$ cat src/rtl/ple_pkg.sv
// Package for the positional list engine.
// Field widths, command and status codes, parameter defaults. No dependencies.
package ple_pkg;

  localparam int CMD_W    = 2;
  localparam int POS_W    = 7;
  localparam int DATA_W   = 32;
  localparam int STATUS_W = 3;
  localparam int WIDE_W   = 64;

  localparam int CAPACITY_DEF    = 64;
  localparam int VALUE_WIDTH_DEF = 32;

  localparam logic [CMD_W-1:0] CMD_INSERT = 2'd0;
  localparam logic [CMD_W-1:0] CMD_DELETE = 2'd1;
  localparam logic [CMD_W-1:0] CMD_FIND   = 2'd2;
  localparam logic [CMD_W-1:0] CMD_SHOW   = 2'd3;

  localparam logic [STATUS_W-1:0] ST_DONE     = 3'd0;
  localparam logic [STATUS_W-1:0] ST_BADPOS   = 3'd1;
  localparam logic [STATUS_W-1:0] ST_FULL     = 3'd2;
  localparam logic [STATUS_W-1:0] ST_FOUND    = 3'd3;
  localparam logic [STATUS_W-1:0] ST_NOTFOUND = 3'd4;
  localparam logic [STATUS_W-1:0] ST_SHOWN    = 3'd5;

endpackage

$ cat src/rtl/ple_if.sv
// Request and response channel interfaces for the positional list engine.
// Depends on ple_pkg for field widths.
interface ple_req_if;
  logic                                valid;
  logic                                ready;
  logic [ple_pkg::CMD_W-1:0]           cmd;
  logic [ple_pkg::POS_W-1:0]           position;
  logic signed [ple_pkg::DATA_W-1:0]   value;

  modport source (output valid, cmd, position, value, input ready);
  modport sink   (input valid, cmd, position, value, output ready);
endinterface

interface ple_rsp_if;
  logic                                valid;
  logic                                ready;
  logic [ple_pkg::STATUS_W-1:0]        status;
  logic signed [ple_pkg::DATA_W-1:0]   element;
  logic                                has_element;
  logic                                last;

  modport source (output valid, status, element, has_element, last, input ready);
  modport sink   (input valid, status, element, has_element, last, output ready);
endinterface

$ cat src/rtl/ple_ram.sv
// Generic single-write, single-read RAM with a registered read port.
// Read data holds when no read is issued. No dependencies.
module ple_ram #(
  parameter int WIDTH = 32,
  parameter int DEPTH = 64
) (
  input  logic                     clk,
  input  logic                     we,
  input  logic [$clog2(DEPTH)-1:0] waddr,
  input  logic [WIDTH-1:0]         wdata,
  input  logic                     re,
  input  logic [$clog2(DEPTH)-1:0] raddr,
  output logic [WIDTH-1:0]         rdata
);

  logic [WIDTH-1:0] mem [DEPTH];

  always_ff @(posedge clk) begin
    if (we) begin
      mem[waddr] <= wdata;
    end
    if (re) begin
      rdata <= mem[raddr];
    end
  end

endmodule

$ cat src/rtl/positional_list_engine_unit.sv
// Positional list engine: ordered list of signed values kept in one RAM.
// Depends on ple_pkg, ple_req_if / ple_rsp_if and ple_ram.
//
//   channel | dir | payload                               | per request
//   req     | in  | cmd, position, value                  | one command
//   rsp     | out | status, element, has_element, last    | 1, or count on show (1 if empty)
//
// Insert, delete, find and show walk the list through the single RAM port, one entry
// per cycle, holding on show while the response slot is busy; find stops at its first
// match, and an append at the tail or a delete of the last entry walks nothing.
// Reset clears the element count; RAM contents are not cleared.
// A stalled response holds the engine; req is taken only when the engine is idle,
// while the previous response may still wait in the output register.
module positional_list_engine_unit #(
  parameter int CAPACITY    = ple_pkg::CAPACITY_DEF,
  parameter int VALUE_WIDTH = ple_pkg::VALUE_WIDTH_DEF
) (
  input logic      clk,
  input logic      rst,
  ple_req_if.sink  req,
  ple_rsp_if.source rsp
);

  localparam int AW   = $clog2(CAPACITY);
  localparam int CW   = $clog2(CAPACITY + 1);
  localparam int CMPW = ((CW > ple_pkg::POS_W) ? CW : ple_pkg::POS_W) + 1;

  localparam logic [2:0] S_IDLE     = 3'd0;
  localparam logic [2:0] S_INS      = 3'd1;
  localparam logic [2:0] S_INS_LAST = 3'd2;
  localparam logic [2:0] S_DEL      = 3'd3;
  localparam logic [2:0] S_FIND     = 3'd4;
  localparam logic [2:0] S_SHOW     = 3'd5;
  localparam logic [2:0] S_RESP     = 3'd6;

  logic [2:0]                    state, state_next;
  logic [CW-1:0]                 count, count_next;
  logic [AW-1:0]                 idx, idx_next;
  logic [AW-1:0]                 at, at_next;
  logic [VALUE_WIDTH-1:0]        val_q, val_next;
  logic [ple_pkg::STATUS_W-1:0]  res_status, res_next;

  logic                          out_valid;
  logic [ple_pkg::STATUS_W-1:0]  out_status_q;
  logic signed [ple_pkg::DATA_W-1:0] out_elem_q;
  logic                          out_has_q, out_last_q;

  logic                          load_out;
  logic [ple_pkg::STATUS_W-1:0]  out_status;
  logic signed [ple_pkg::DATA_W-1:0] out_elem;
  logic                          out_has, out_last;

  logic                          ram_we, ram_re;
  logic [AW-1:0]                 ram_waddr, ram_raddr;
  logic [VALUE_WIDTH-1:0]        ram_wdata, rd_data;

  logic [CMPW-1:0]               pos_ext, cnt_ext;
  logic [AW-1:0]                 at_in, cnt_m1;
  logic signed [ple_pkg::WIDE_W-1:0] in_wide, show_wide;
  logic [VALUE_WIDTH-1:0]        in_val;
  logic                          slot_free;
  logic                          ins_bad, del_bad, is_full;

  ple_ram #(
    .WIDTH (VALUE_WIDTH),
    .DEPTH (CAPACITY)
  ) u_store (
    .clk   (clk),
    .we    (ram_we),
    .waddr (ram_waddr),
    .wdata (ram_wdata),
    .re    (ram_re),
    .raddr (ram_raddr),
    .rdata (rd_data)
  );

  assign pos_ext   = CMPW'(req.position);
  assign cnt_ext   = CMPW'(count);
  assign at_in     = AW'(pos_ext - CMPW'(1));
  assign cnt_m1    = AW'(count - CW'(1));
  assign in_wide   = ple_pkg::WIDE_W'(req.value);
  assign in_val    = in_wide[VALUE_WIDTH-1:0];
  // stored value sign extended from its own width, then cut to the port
  assign show_wide = ple_pkg::WIDE_W'(signed'(rd_data));
  assign slot_free = !out_valid || rsp.ready;
  assign ins_bad   = (pos_ext == '0) || (pos_ext > cnt_ext + CMPW'(1));
  assign del_bad   = (pos_ext == '0) || (pos_ext > cnt_ext);
  assign is_full   = (count == CW'(CAPACITY));

  assign req.ready       = (state == S_IDLE);
  assign rsp.valid       = out_valid;
  assign rsp.status      = out_status_q;
  assign rsp.element     = out_elem_q;
  assign rsp.has_element = out_has_q;
  assign rsp.last        = out_last_q;

  always_comb begin
    state_next = state;
    count_next = count;
    idx_next   = idx;
    at_next    = at;
    val_next   = val_q;
    res_next   = res_status;
    ram_we     = 1'b0;
    ram_waddr  = '0;
    ram_wdata  = rd_data;
    ram_re     = 1'b0;
    ram_raddr  = '0;
    load_out   = 1'b0;
    out_status = ple_pkg::ST_DONE;
    out_elem   = '0;
    out_has    = 1'b0;
    out_last   = 1'b1;

    unique case (state)
      S_IDLE: begin
        if (req.valid) begin
          val_next = in_val;
          at_next  = at_in;
          unique case (req.cmd)
            ple_pkg::CMD_INSERT: begin
              if (ins_bad) begin
                res_next   = ple_pkg::ST_BADPOS;
                state_next = S_RESP;
              end else if (is_full) begin
                res_next   = ple_pkg::ST_FULL;
                state_next = S_RESP;
              end else if (pos_ext - CMPW'(1) == cnt_ext) begin
                // append at the tail: nothing to shift
                ram_we     = 1'b1;
                ram_waddr  = at_in;
                ram_wdata  = in_val;
                count_next = count + CW'(1);
                res_next   = ple_pkg::ST_DONE;
                state_next = S_RESP;
              end else begin
                ram_re     = 1'b1;
                ram_raddr  = cnt_m1;
                idx_next   = cnt_m1;
                state_next = S_INS;
              end
            end
            ple_pkg::CMD_DELETE: begin
              if (del_bad) begin
                res_next   = ple_pkg::ST_BADPOS;
                state_next = S_RESP;
              end else if (pos_ext == cnt_ext) begin
                count_next = count - CW'(1);
                res_next   = ple_pkg::ST_DONE;
                state_next = S_RESP;
              end else begin
                ram_re     = 1'b1;
                ram_raddr  = at_in + AW'(1);
                idx_next   = at_in + AW'(1);
                state_next = S_DEL;
              end
            end
            ple_pkg::CMD_FIND: begin
              if (count == '0) begin
                res_next   = ple_pkg::ST_NOTFOUND;
                state_next = S_RESP;
              end else begin
                ram_re     = 1'b1;
                idx_next   = '0;
                state_next = S_FIND;
              end
            end
            ple_pkg::CMD_SHOW: begin
              if (count == '0) begin
                res_next   = ple_pkg::ST_DONE;
                state_next = S_RESP;
              end else begin
                ram_re     = 1'b1;
                idx_next   = '0;
                state_next = S_SHOW;
              end
            end
            default: state_next = S_IDLE;
          endcase
        end
      end
      S_INS: begin
        // move entry idx to idx+1 while fetching idx-1, until idx reaches at
        ram_we    = 1'b1;
        ram_waddr = idx + AW'(1);
        if (idx == at) begin
          state_next = S_INS_LAST;
        end else begin
          ram_re    = 1'b1;
          ram_raddr = idx - AW'(1);
          idx_next  = idx - AW'(1);
        end
      end
      S_INS_LAST: begin
        ram_we     = 1'b1;
        ram_waddr  = at;
        ram_wdata  = val_q;
        count_next = count + CW'(1);
        res_next   = ple_pkg::ST_DONE;
        state_next = S_RESP;
      end
      S_DEL: begin
        ram_we    = 1'b1;
        ram_waddr = idx - AW'(1);
        if (idx == cnt_m1) begin
          count_next = count - CW'(1);
          res_next   = ple_pkg::ST_DONE;
          state_next = S_RESP;
        end else begin
          ram_re    = 1'b1;
          ram_raddr = idx + AW'(1);
          idx_next  = idx + AW'(1);
        end
      end
      S_FIND: begin
        if (rd_data == val_q) begin
          res_next   = ple_pkg::ST_FOUND;
          state_next = S_RESP;
        end else if (idx == cnt_m1) begin
          res_next   = ple_pkg::ST_NOTFOUND;
          state_next = S_RESP;
        end else begin
          ram_re    = 1'b1;
          ram_raddr = idx + AW'(1);
          idx_next  = idx + AW'(1);
        end
      end
      S_SHOW: begin
        // rd_data holds entry idx until the output slot frees up
        if (slot_free) begin
          load_out   = 1'b1;
          out_status = ple_pkg::ST_SHOWN;
          out_elem   = show_wide[ple_pkg::DATA_W-1:0];
          out_has    = 1'b1;
          out_last   = (idx == cnt_m1);
          if (idx == cnt_m1) begin
            state_next = S_IDLE;
          end else begin
            ram_re    = 1'b1;
            ram_raddr = idx + AW'(1);
            idx_next  = idx + AW'(1);
          end
        end
      end
      S_RESP: begin
        if (slot_free) begin
          load_out   = 1'b1;
          out_status = res_status;
          state_next = S_IDLE;
        end
      end
      default: state_next = S_IDLE;
    endcase
  end

  always_ff @(posedge clk) begin
    if (rst) begin
      state     <= S_IDLE;
      count     <= '0;
      out_valid <= 1'b0;
    end else begin
      state <= state_next;
      count <= count_next;
      if (load_out) begin
        out_valid <= 1'b1;
      end else if (rsp.ready) begin
        out_valid <= 1'b0;
      end
    end
  end

  always_ff @(posedge clk) begin
    idx        <= idx_next;
    at         <= at_next;
    val_q      <= val_next;
    res_status <= res_next;
    if (load_out) begin
      out_status_q <= out_status;
      out_elem_q   <= out_elem;
      out_has_q    <= out_has;
      out_last_q   <= out_last;
    end
  end

`ifndef SYNTHESIS
  a_count_bound: assert property (@(posedge clk) disable iff (rst)
    count <= CW'(CAPACITY))
    else $error("element count above capacity");

  a_count_step: assert property (@(posedge clk) disable iff (rst)
    count != $past(count) |-> count == $past(count) + CW'(1) ||
                              count == $past(count) - CW'(1))
    else $error("element count moved by more than one");

  a_leave_idle: assert property (@(posedge clk) disable iff (rst)
    req.valid && req.ready |=> state != S_IDLE)
    else $error("accepted request left the engine idle");

  a_no_overwrite: assert property (@(posedge clk) disable iff (rst)
    load_out |-> !out_valid || rsp.ready)
    else $error("response register overwritten while stalled");

  a_rw_apart: assert property (@(posedge clk) disable iff (rst)
    ram_we && ram_re |-> ram_waddr != ram_raddr)
    else $error("store read and written at the same entry");
`endif

endmodule

$ cat src/flat_wrapper.sv
// flat-port wrapper written by rule: the top's interface ports become plain ports
module positional_list_engine_unit_flat 
#(
  parameter int CAPACITY    = ple_pkg::CAPACITY_DEF,
  parameter int VALUE_WIDTH = ple_pkg::VALUE_WIDTH_DEF
)
  (clk, rst, req_valid, req_cmd, req_position, req_value, req_ready, rsp_valid, rsp_status, rsp_element, rsp_has_element, rsp_last, rsp_ready);
  ple_req_if req_i ();
  ple_rsp_if rsp_i ();
  input logic clk;
  input logic rst;
  input wire logic [$bits(req_i.valid)-1:0] req_valid;
  input wire logic [$bits(req_i.cmd)-1:0] req_cmd;
  input wire logic [$bits(req_i.position)-1:0] req_position;
  input wire logic [$bits(req_i.value)-1:0] req_value;
  output wire logic [$bits(req_i.ready)-1:0] req_ready;
  output wire logic [$bits(rsp_i.valid)-1:0] rsp_valid;
  output wire logic [$bits(rsp_i.status)-1:0] rsp_status;
  output wire logic [$bits(rsp_i.element)-1:0] rsp_element;
  output wire logic [$bits(rsp_i.has_element)-1:0] rsp_has_element;
  output wire logic [$bits(rsp_i.last)-1:0] rsp_last;
  input wire logic [$bits(rsp_i.ready)-1:0] rsp_ready;
  assign req_i.valid = req_valid;
  assign req_i.cmd = req_cmd;
  assign req_i.position = req_position;
  assign req_i.value = req_value;
  assign req_ready = req_i.ready;
  assign rsp_valid = rsp_i.valid;
  assign rsp_status = rsp_i.status;
  assign rsp_element = rsp_i.element;
  assign rsp_has_element = rsp_i.has_element;
  assign rsp_last = rsp_i.last;
  assign rsp_i.ready = rsp_ready;
  positional_list_engine_unit #(.CAPACITY(CAPACITY), .VALUE_WIDTH(VALUE_WIDTH)) u_core (.clk(clk), .rst(rst), .req(req_i), .rsp(rsp_i));
endmodule
$ cat config.mk
export PLATFORM = sky130hd
export DESIGN_NAME = positional_list_engine_unit_flat
export DESIGN_NICKNAME = d
export VERILOG_FILES = /design/src/rtl/ple_pkg.sv /design/src/rtl/ple_if.sv /design/src/rtl/ple_ram.sv /design/src/rtl/positional_list_engine_unit.sv /design/src/flat_wrapper.sv
export SDC_FILE = /design/constraint.sdc
export NUM_CORES = 2
export LEC_CHECK = 0
export ABC_CLOCK_PERIOD_IN_PS = 7800
export BUFFER_PORTS_ARGS = -buffer_cell sky130_fd_sc_hd__buf_2
export CAP_MARGIN = 15
export CORE_MARGIN = 2
export CORE_UTILIZATION = 32
export DETAILED_ROUTE_END_ITERATION = 10
export SETUP_SLACK_MARGIN = 0.15
export SLEW_MARGIN = 40
export SYNTH_ARGS = -nofsm -noshare
export SYNTH_HDL_FRONTEND = slang
export SYNTH_SLANG_ARGS = --single-unit
$ cat constraint.sdc
create_clock -name clk -period 7.8 [get_ports clk]
set_input_delay 0.39 -clock clk [delete_from_list [all_inputs] [get_ports clk]]
set_output_delay 0.39 -clock clk [all_outputs]
set_load 0.01 [all_outputs]
# Yosys cells after proc, flatten, opt, wreduce, memory -nomap -nowiden
# Memories as Yosys holds them, arrays and structs flattened. A register that Yosys moved wholly into a read port is not among the register bits.
# Index checks and enable logic that the tools add are counted.
dict set report word_totals {
  ff_bits 95
  latchBits 0
  ram_bits 2048
  mem_bits_ro 0
  input_bits 45
  output_inout_bits 39
  elab_cells 181
  memories 1
}
# name words word_bits read_ports rd_ports_with_merged_regs write_ports line_no
set memory_table {}
lappend memory_table {u_core.u_store.mem 64 32 1 1 1 ple_ram.sv:16} ;# logic [WIDTH-1:0] mem [DEPTH];
dict set report op_classes {
  n_addsub 7
  n_mul 0
  n_div 0
  order_cmp 2
  n_eq_ne 37
  shift 0
  n_mux 102
  bitwise_logic 0
  reduce_logical 21
}
# cell count
set op_table {}
lappend op_table {{$mux W32} 5}
lappend op_table {{$mux W6} 26}
lappend op_table {{$mux W3} 24}
lappend op_table {{$pmux W32 S2} 1}
lappend op_table {{$pmux W6 S5} 2}
lappend op_table {{$mux W7} 7}
lappend op_table {{$pmux W3 S4} 3}
lappend op_table {{$eq A32 B32 Y1} 1}
lappend op_table {{$pmux W6 S4} 1}
lappend op_table {{$mux W1} 22}
lappend op_table {{$pmux W3 S7} 1}
lappend op_table {{$pmux W7 S3} 1}
lappend op_table {{$ne A3 B3 Y1 const B} 6}
lappend op_table {{$pmux W6 S3} 1}
lappend op_table {{$pmux W7 S2} 1}
lappend op_table {{$add A6 B1 Y6 const B} 2}
lappend op_table {{$eq A6 B6 Y1} 2}
lappend op_table {{$ne A3 B2 Y1 const B} 4}
lappend op_table {{$pmux W6 S2} 1}
lappend op_table {{$reduce_and A11 Y1} 1}
lappend op_table {{$ne A2 B1 Y1 const B} 5}
lappend op_table {{$eq A3 B3 Y1 const B} 3}
lappend op_table {{$reduce_and A9 Y1} 1}
lappend op_table {{$add A7 B1 Y8 const B} 1}
lappend op_table {{37 further kinds} 47}

# Logic depth before layout (Yosys ltp)
dict set report logic_depth {
  word_depth 10
  depth_mapped 22
  depth_no_buf 17
}

# By module
# Synthesis repeated with hierarchy kept, for this count alone.
dict set report unflattened {
  hier_cells 4151
  hier_area_um2 85831.1
}
# module n_inst cells_each area_each_um2 seq_area_each_um2
set modules_own_cells {}
lappend modules_own_cells {ple_ram 1 3511 79359.9 62459.9}
lappend modules_own_cells {positional_list_engine_unit 1 640 6471.2 2742.6}

# Worst setup path after synthesis
# No wires, ideal clock.
dict set report synth_path {
  path_type {reg2reg}
  startpoint {reg u_core.count[0]}
  endpoint {mem u_core.u_store.mem[0][10], data pin}
  setup_time_ns 0.702
  arrival_ns 5.604
  t_required_ns 7.098
  slack_ns 1.494
  path_stages_with_launch 16
  n_path_buf 1
  synth_period_minus_slack_ns 6.306
  path_cell_list {dfxtp_1 > inv_1 > ha_1 > inv_1 > ha_1 > nor2b_1 > o21a_1 > o21a_1 > o21ai_0 > a22oi_1 > nor2_1 > nand3_1 > nor2_1 > clkbuf_1 > a22oi_1 > o21ai_0}
}
dict set report synth_via {
  elab_chain_len 7
}
# element line_no
set synth_lines {}
lappend synth_lines {{from (decl)} positional_list_engine_unit.sv:37} ;# logic [CW-1:0] count, count_next;
lappend synth_lines {{from (signal assigned)} positional_list_engine_unit.sv:263} ;# count <= count_next;
lappend synth_lines {{$add A7 B1 Y8 / $eq A8 B7 Y1 (equally long branches)} {positional_list_engine_unit.sv:86, positional_list_engine_unit.sv:128}}
lappend synth_lines {{$gt A7 B8 Y1 / $mux W32 (equally long branches)} {positional_list_engine_unit.sv:86, positional_list_engine_unit.sv:128}}
lappend synth_lines {{$logic_or A1 B1 Y1 / $mux W32 (equally long branches)} {positional_list_engine_unit.sv:86, positional_list_engine_unit.sv:125}}
lappend synth_lines {{$mux W32 (*)} positional_list_engine_unit.sv:122} ;# if (ins_bad) begin
lappend synth_lines {{$mux W32 (*)} positional_list_engine_unit.sv:120} ;# unique case (req.cmd)
lappend synth_lines {{$mux W32 (*)} positional_list_engine_unit.sv:117} ;# if (req.valid) begin
lappend synth_lines {{$pmux W32 S2 (*)} positional_list_engine_unit.sv:115} ;# unique case (state)
lappend synth_lines {{via u_core.ram_wdata[10]} positional_list_engine_unit.sv:55} ;# logic [VALUE_WIDTH-1:0] ram_wdata, rd_data;
lappend synth_lines {{to (decl)} ple_ram.sv:16}
# The timed path passes the listed nets; every way through them passes the cells marked *.

# Worst setup path after layout
dict set report layout_path {
  startpoint {reg u_core.count[0]}
  endpoint {reg u_core.u_store.rdata[22], read port of u_core.u_store.mem, data pin}
}
dict set report layout_via {
  elab_chain_len 7
}
# element line_no
set layout_lines {}
lappend layout_lines {{$add A7 B1 Y8, or another cell as far along} positional_list_engine_unit.sv:86} ;# assign ins_bad = (pos_ext == '0) || (pos_ext > cnt_ext + CMPW'(1));
lappend layout_lines {{$gt A7 B8 Y1, or another cell as far along} positional_list_engine_unit.sv:86}
lappend layout_lines {{$logic_or A1 B1 Y1, or another cell as far along} positional_list_engine_unit.sv:86}
lappend layout_lines {{$mux W1 / $mux W6 (equally long branches)} positional_list_engine_unit.sv:122}
lappend layout_lines {{$pmux W1 S3 / $pmux W6 S2 (equally long branches)} positional_list_engine_unit.sv:120}
lappend layout_lines {{$mux W1 / $mux W6 (equally long branches)} positional_list_engine_unit.sv:117}
lappend layout_lines {{$pmux W1 S5 / $pmux W6 S5 (equally long branches)} positional_list_engine_unit.sv:115}
lappend layout_lines {{to (decl)} ple_ram.sv:13} ;# output logic [WIDTH-1:0] rdata
# Several ways; a longest one is shown, not always the timed one.
# A chain may end at the register's enable or synchronous reset.

==> metrics <==
RSZ-0062 raised after global routing=false; post-place instance area=0.0947 sq mm; Site Rows=191; CP Class=reg2reg; clock buffer depth=3; PwrDens=454 mW/mm^2; 1st-iter DRT viols=8130; Nets=6447; PostCTS Resize Cnt=0; Wirelength per Cell=27.9 um; buffer count from post-CTS setup fixing=0; layout cells sized above 1=13.2%; Die Width=526 um; Routed Antenna Nets=0; static leakage=34.6 nW; total CTS buffers=209; top cells by count, synth=2164 x edfxtp_1, 1434 x nand2_1, 302 x mux2i_1; starting density of the core=32.2%; Final Hold Fails=0; min Tclk post-route=6.25 ns; DRT Wirelength=283 mm; Setup Skew=0.0613 ns; VDD IR max=544 uV; Setup crit start=u_core.count[0]; crit path max-delay cell type=a221oi_1; Max Cap Viol=0; Area Overhead vs Synth=16.9%; Req. time, crit path=8.50 ns; kind of end point of the critical path=flop; Congestion Overflow GR=0; Yosys cell types=74; # DRC=0; clock-pin slew on the worst setup and hold paths=0.06 ns; H-tree levels=4; status=completed; DP Wirelength=169 mm; boundary pin count=84; post-synthesis cell count=6161; Reg-to-Reg Start=u_core.count[0]; GPL Wtd Cong=0.916; R2R setup slack=1.55 ns; clock latency on the worst-skew pair=0.88 ns; fin area=0.102 sq mm; crit path cell chain=inv_1 > ha_1 > xnor2_1 > xor2_1 > nand4_1 > nor2b_1 > a21oi_1 > a221oi_4 > buf_4 > and2_4 > buf_12 > buf_12 > mux2i_1 > a221oi_1 > nand3_1 > a221oi_1 > a31o_1; hold path cells=3; Worst Path Arrival=6.95 ns; hold path startpoint=req_cmd[1]; fmax=0.160 GHz; largest net degree at the start of global routing=93; CP max stage delay=0.66 ns; EDFF count, synth=2164; post-synthesis async set-or-reset flop share=0%; CTS tree=built; initial antenna violation count=12; Yosys top cell by area=edfxtp_1; die extent in y=526 um; Mapped Nets=6225; global-route wire length before repair=398 mm; Worst-Margin Slew=0.975 ns; count of final max-slew check failures=0; critical path startpoint category=flop; clock sink count=2175; # setup viols final=0; path depth of the worst reg2reg path=17; Synth Register Bits=2175; average cell area after synthesis=14.2 sq um; GRT Util Overall=19.7%; Synth top area share=74.4%; synth warn=0; core footprint=0.271 sq mm; count leader, synth=edfxtp_1; ys flop type=edfxtp_1; Slew HR=34.5%; number of global-route vias before repair=54100; final period utilization=80.1%; setup_tns=0 ns; HP Class=in2reg; Seq/Total Area, Yosys=74.7%; Mapped Area=0.0873 sq mm; critical path fanouts, max=82; first-pass iteration count of the detailed router=8; PortBufs=83; Vias=56600; CTS root buf=clkbuf_16; largest cells by area after synthesis=edfxtp_1 74%, nand2_1 6.2%, mux2i_1 3.5%; Final Util=37.7%; drt via density=5.59; die area=0.277 sq mm
==> what timing repair did <==
item | 4_1_cts | 5_1_grt
hold endpoints to repair | 43 | 0
setup endpoints to repair | 0 | 0
hold buffers | 35 | 0
==> cell type report <==
class                   instances  area [sq um]
multi-input cells            3553         21500
inverters                      25          93.8
well taps                    3570          4470
flip-flops and latches       2175         65200
clock inverters               133          1300
clock buffers                 249          5500
diodes                          1          2.50
fillers                     25100        169000
repair buffers                419          4000
==> final timing paths <==
check,end
worst max-delay path,u_core.u_store.rdata[22]
worst min-delay path,u_core.res_status[2]
worst max register to register,u_core.u_store.rdata[22]
worst min register to register,u_core.rsp.status[1]
==> per-stage QoR <==
step | setup WS [ns] | cells | power [mW] | hold slack [ns]
2_1_floorplan | 1.49 | 6161 | 26.6 | 0.462
3_3_place_gp | 1.27 | 9654 | 35.1 | 0.535
3_5_place_dp | 1.44 | 9700 | 35.9 | 0.542
4_1_cts | 1.58 | 10100 | 45.9 | 0.00603
5_1_grt | 1.24 | 10100 | 47.6 | 0.0896
6_report | 1.55 | 10100 | 46.4 | 0.102
==> sequential cells by signal (all words and copies together) (netlist names) <==
register                flops
u_core.u_store.mem       2048
u_core.rsp.element         32
u_core.u_store.rdata       32
u_core.val_q               32
u_core.count                7
u_core.at                   6
u_core.idx                  6
u_core.res_status           3
u_core.rsp.status           3
u_core.state                3
u_core.rsp.has_element      1
u_core.rsp.last             1
u_core.rsp.valid            1
==> placed cells by master, fill, tap and decap left out, types with 32 or more instances in the layout <==
master	n
buf_4	215
and3_1	79
o31ai_1	39
dlygate4sd3_1	35
and2_1	35
a32oi_1	45
nor2_4	69
nand2_1	1425
clkbuf_16	214
a22oi_1	87
o21ai_4	32
nor2_1	57
o221ai_1	56
nand3_1	274
buf_2	85
o21ai_0	34
a211oi_1	73
xor2_1	50
nor4_1	47
clkinv_2	38
clkbuf_1	33
buf_12	32
a311oi_1	61
a21oi_1	265
a221oi_1	43
mux2i_1	302
clkinv_1	52
a31oi_1	154
edfxtp_1	2164
==> metal layers <==
metal  share of wire [%]  up-vias  global-route usage [%]
met1                  39    28800                    26.5
li1                    -    23900                       -
met4                 4.0        6                    7.88
met5               0.014        -                       0
met2                  45     3385                    30.6
met3                  11      503                    4.68
==> critical path, delay by kind of cell, from the launching register on <==
family / cells / cell delay, ns
compound gates: 5 / 2.02
xor+xnor: 2 / 0.63
fa+ha+maj: 1 / 0.31
buf+inv: 4 / 1.28
flops: 1 / 0.46
mux: 1 / 0.14
simple gates: 4 / 1.17
==> kinds of logic after synthesis <==
family,share of synthesized area [%]
multiplexers,3.46
XOR/XNOR,0.825
AND/OR/NAND/NOR,10.1
flip-flops,74.7
AO/OA/AOI/OAI,8.57
buffers and inverters,2.09
adder cells (fa/ha/maj),0.272
==> power by group <==
part / leakage, nW / internal [mW] / switching (mW)
Clock: 3.31 / 5.67 / 4.45
Sequential: 19.6 / 16.3 / 0.528
Combinational: 11.8 / 5.05 / 14.3
Total: 34.6 / 27.1 / 19.3
Note: power is estimated with default switching activity, not from simulation.
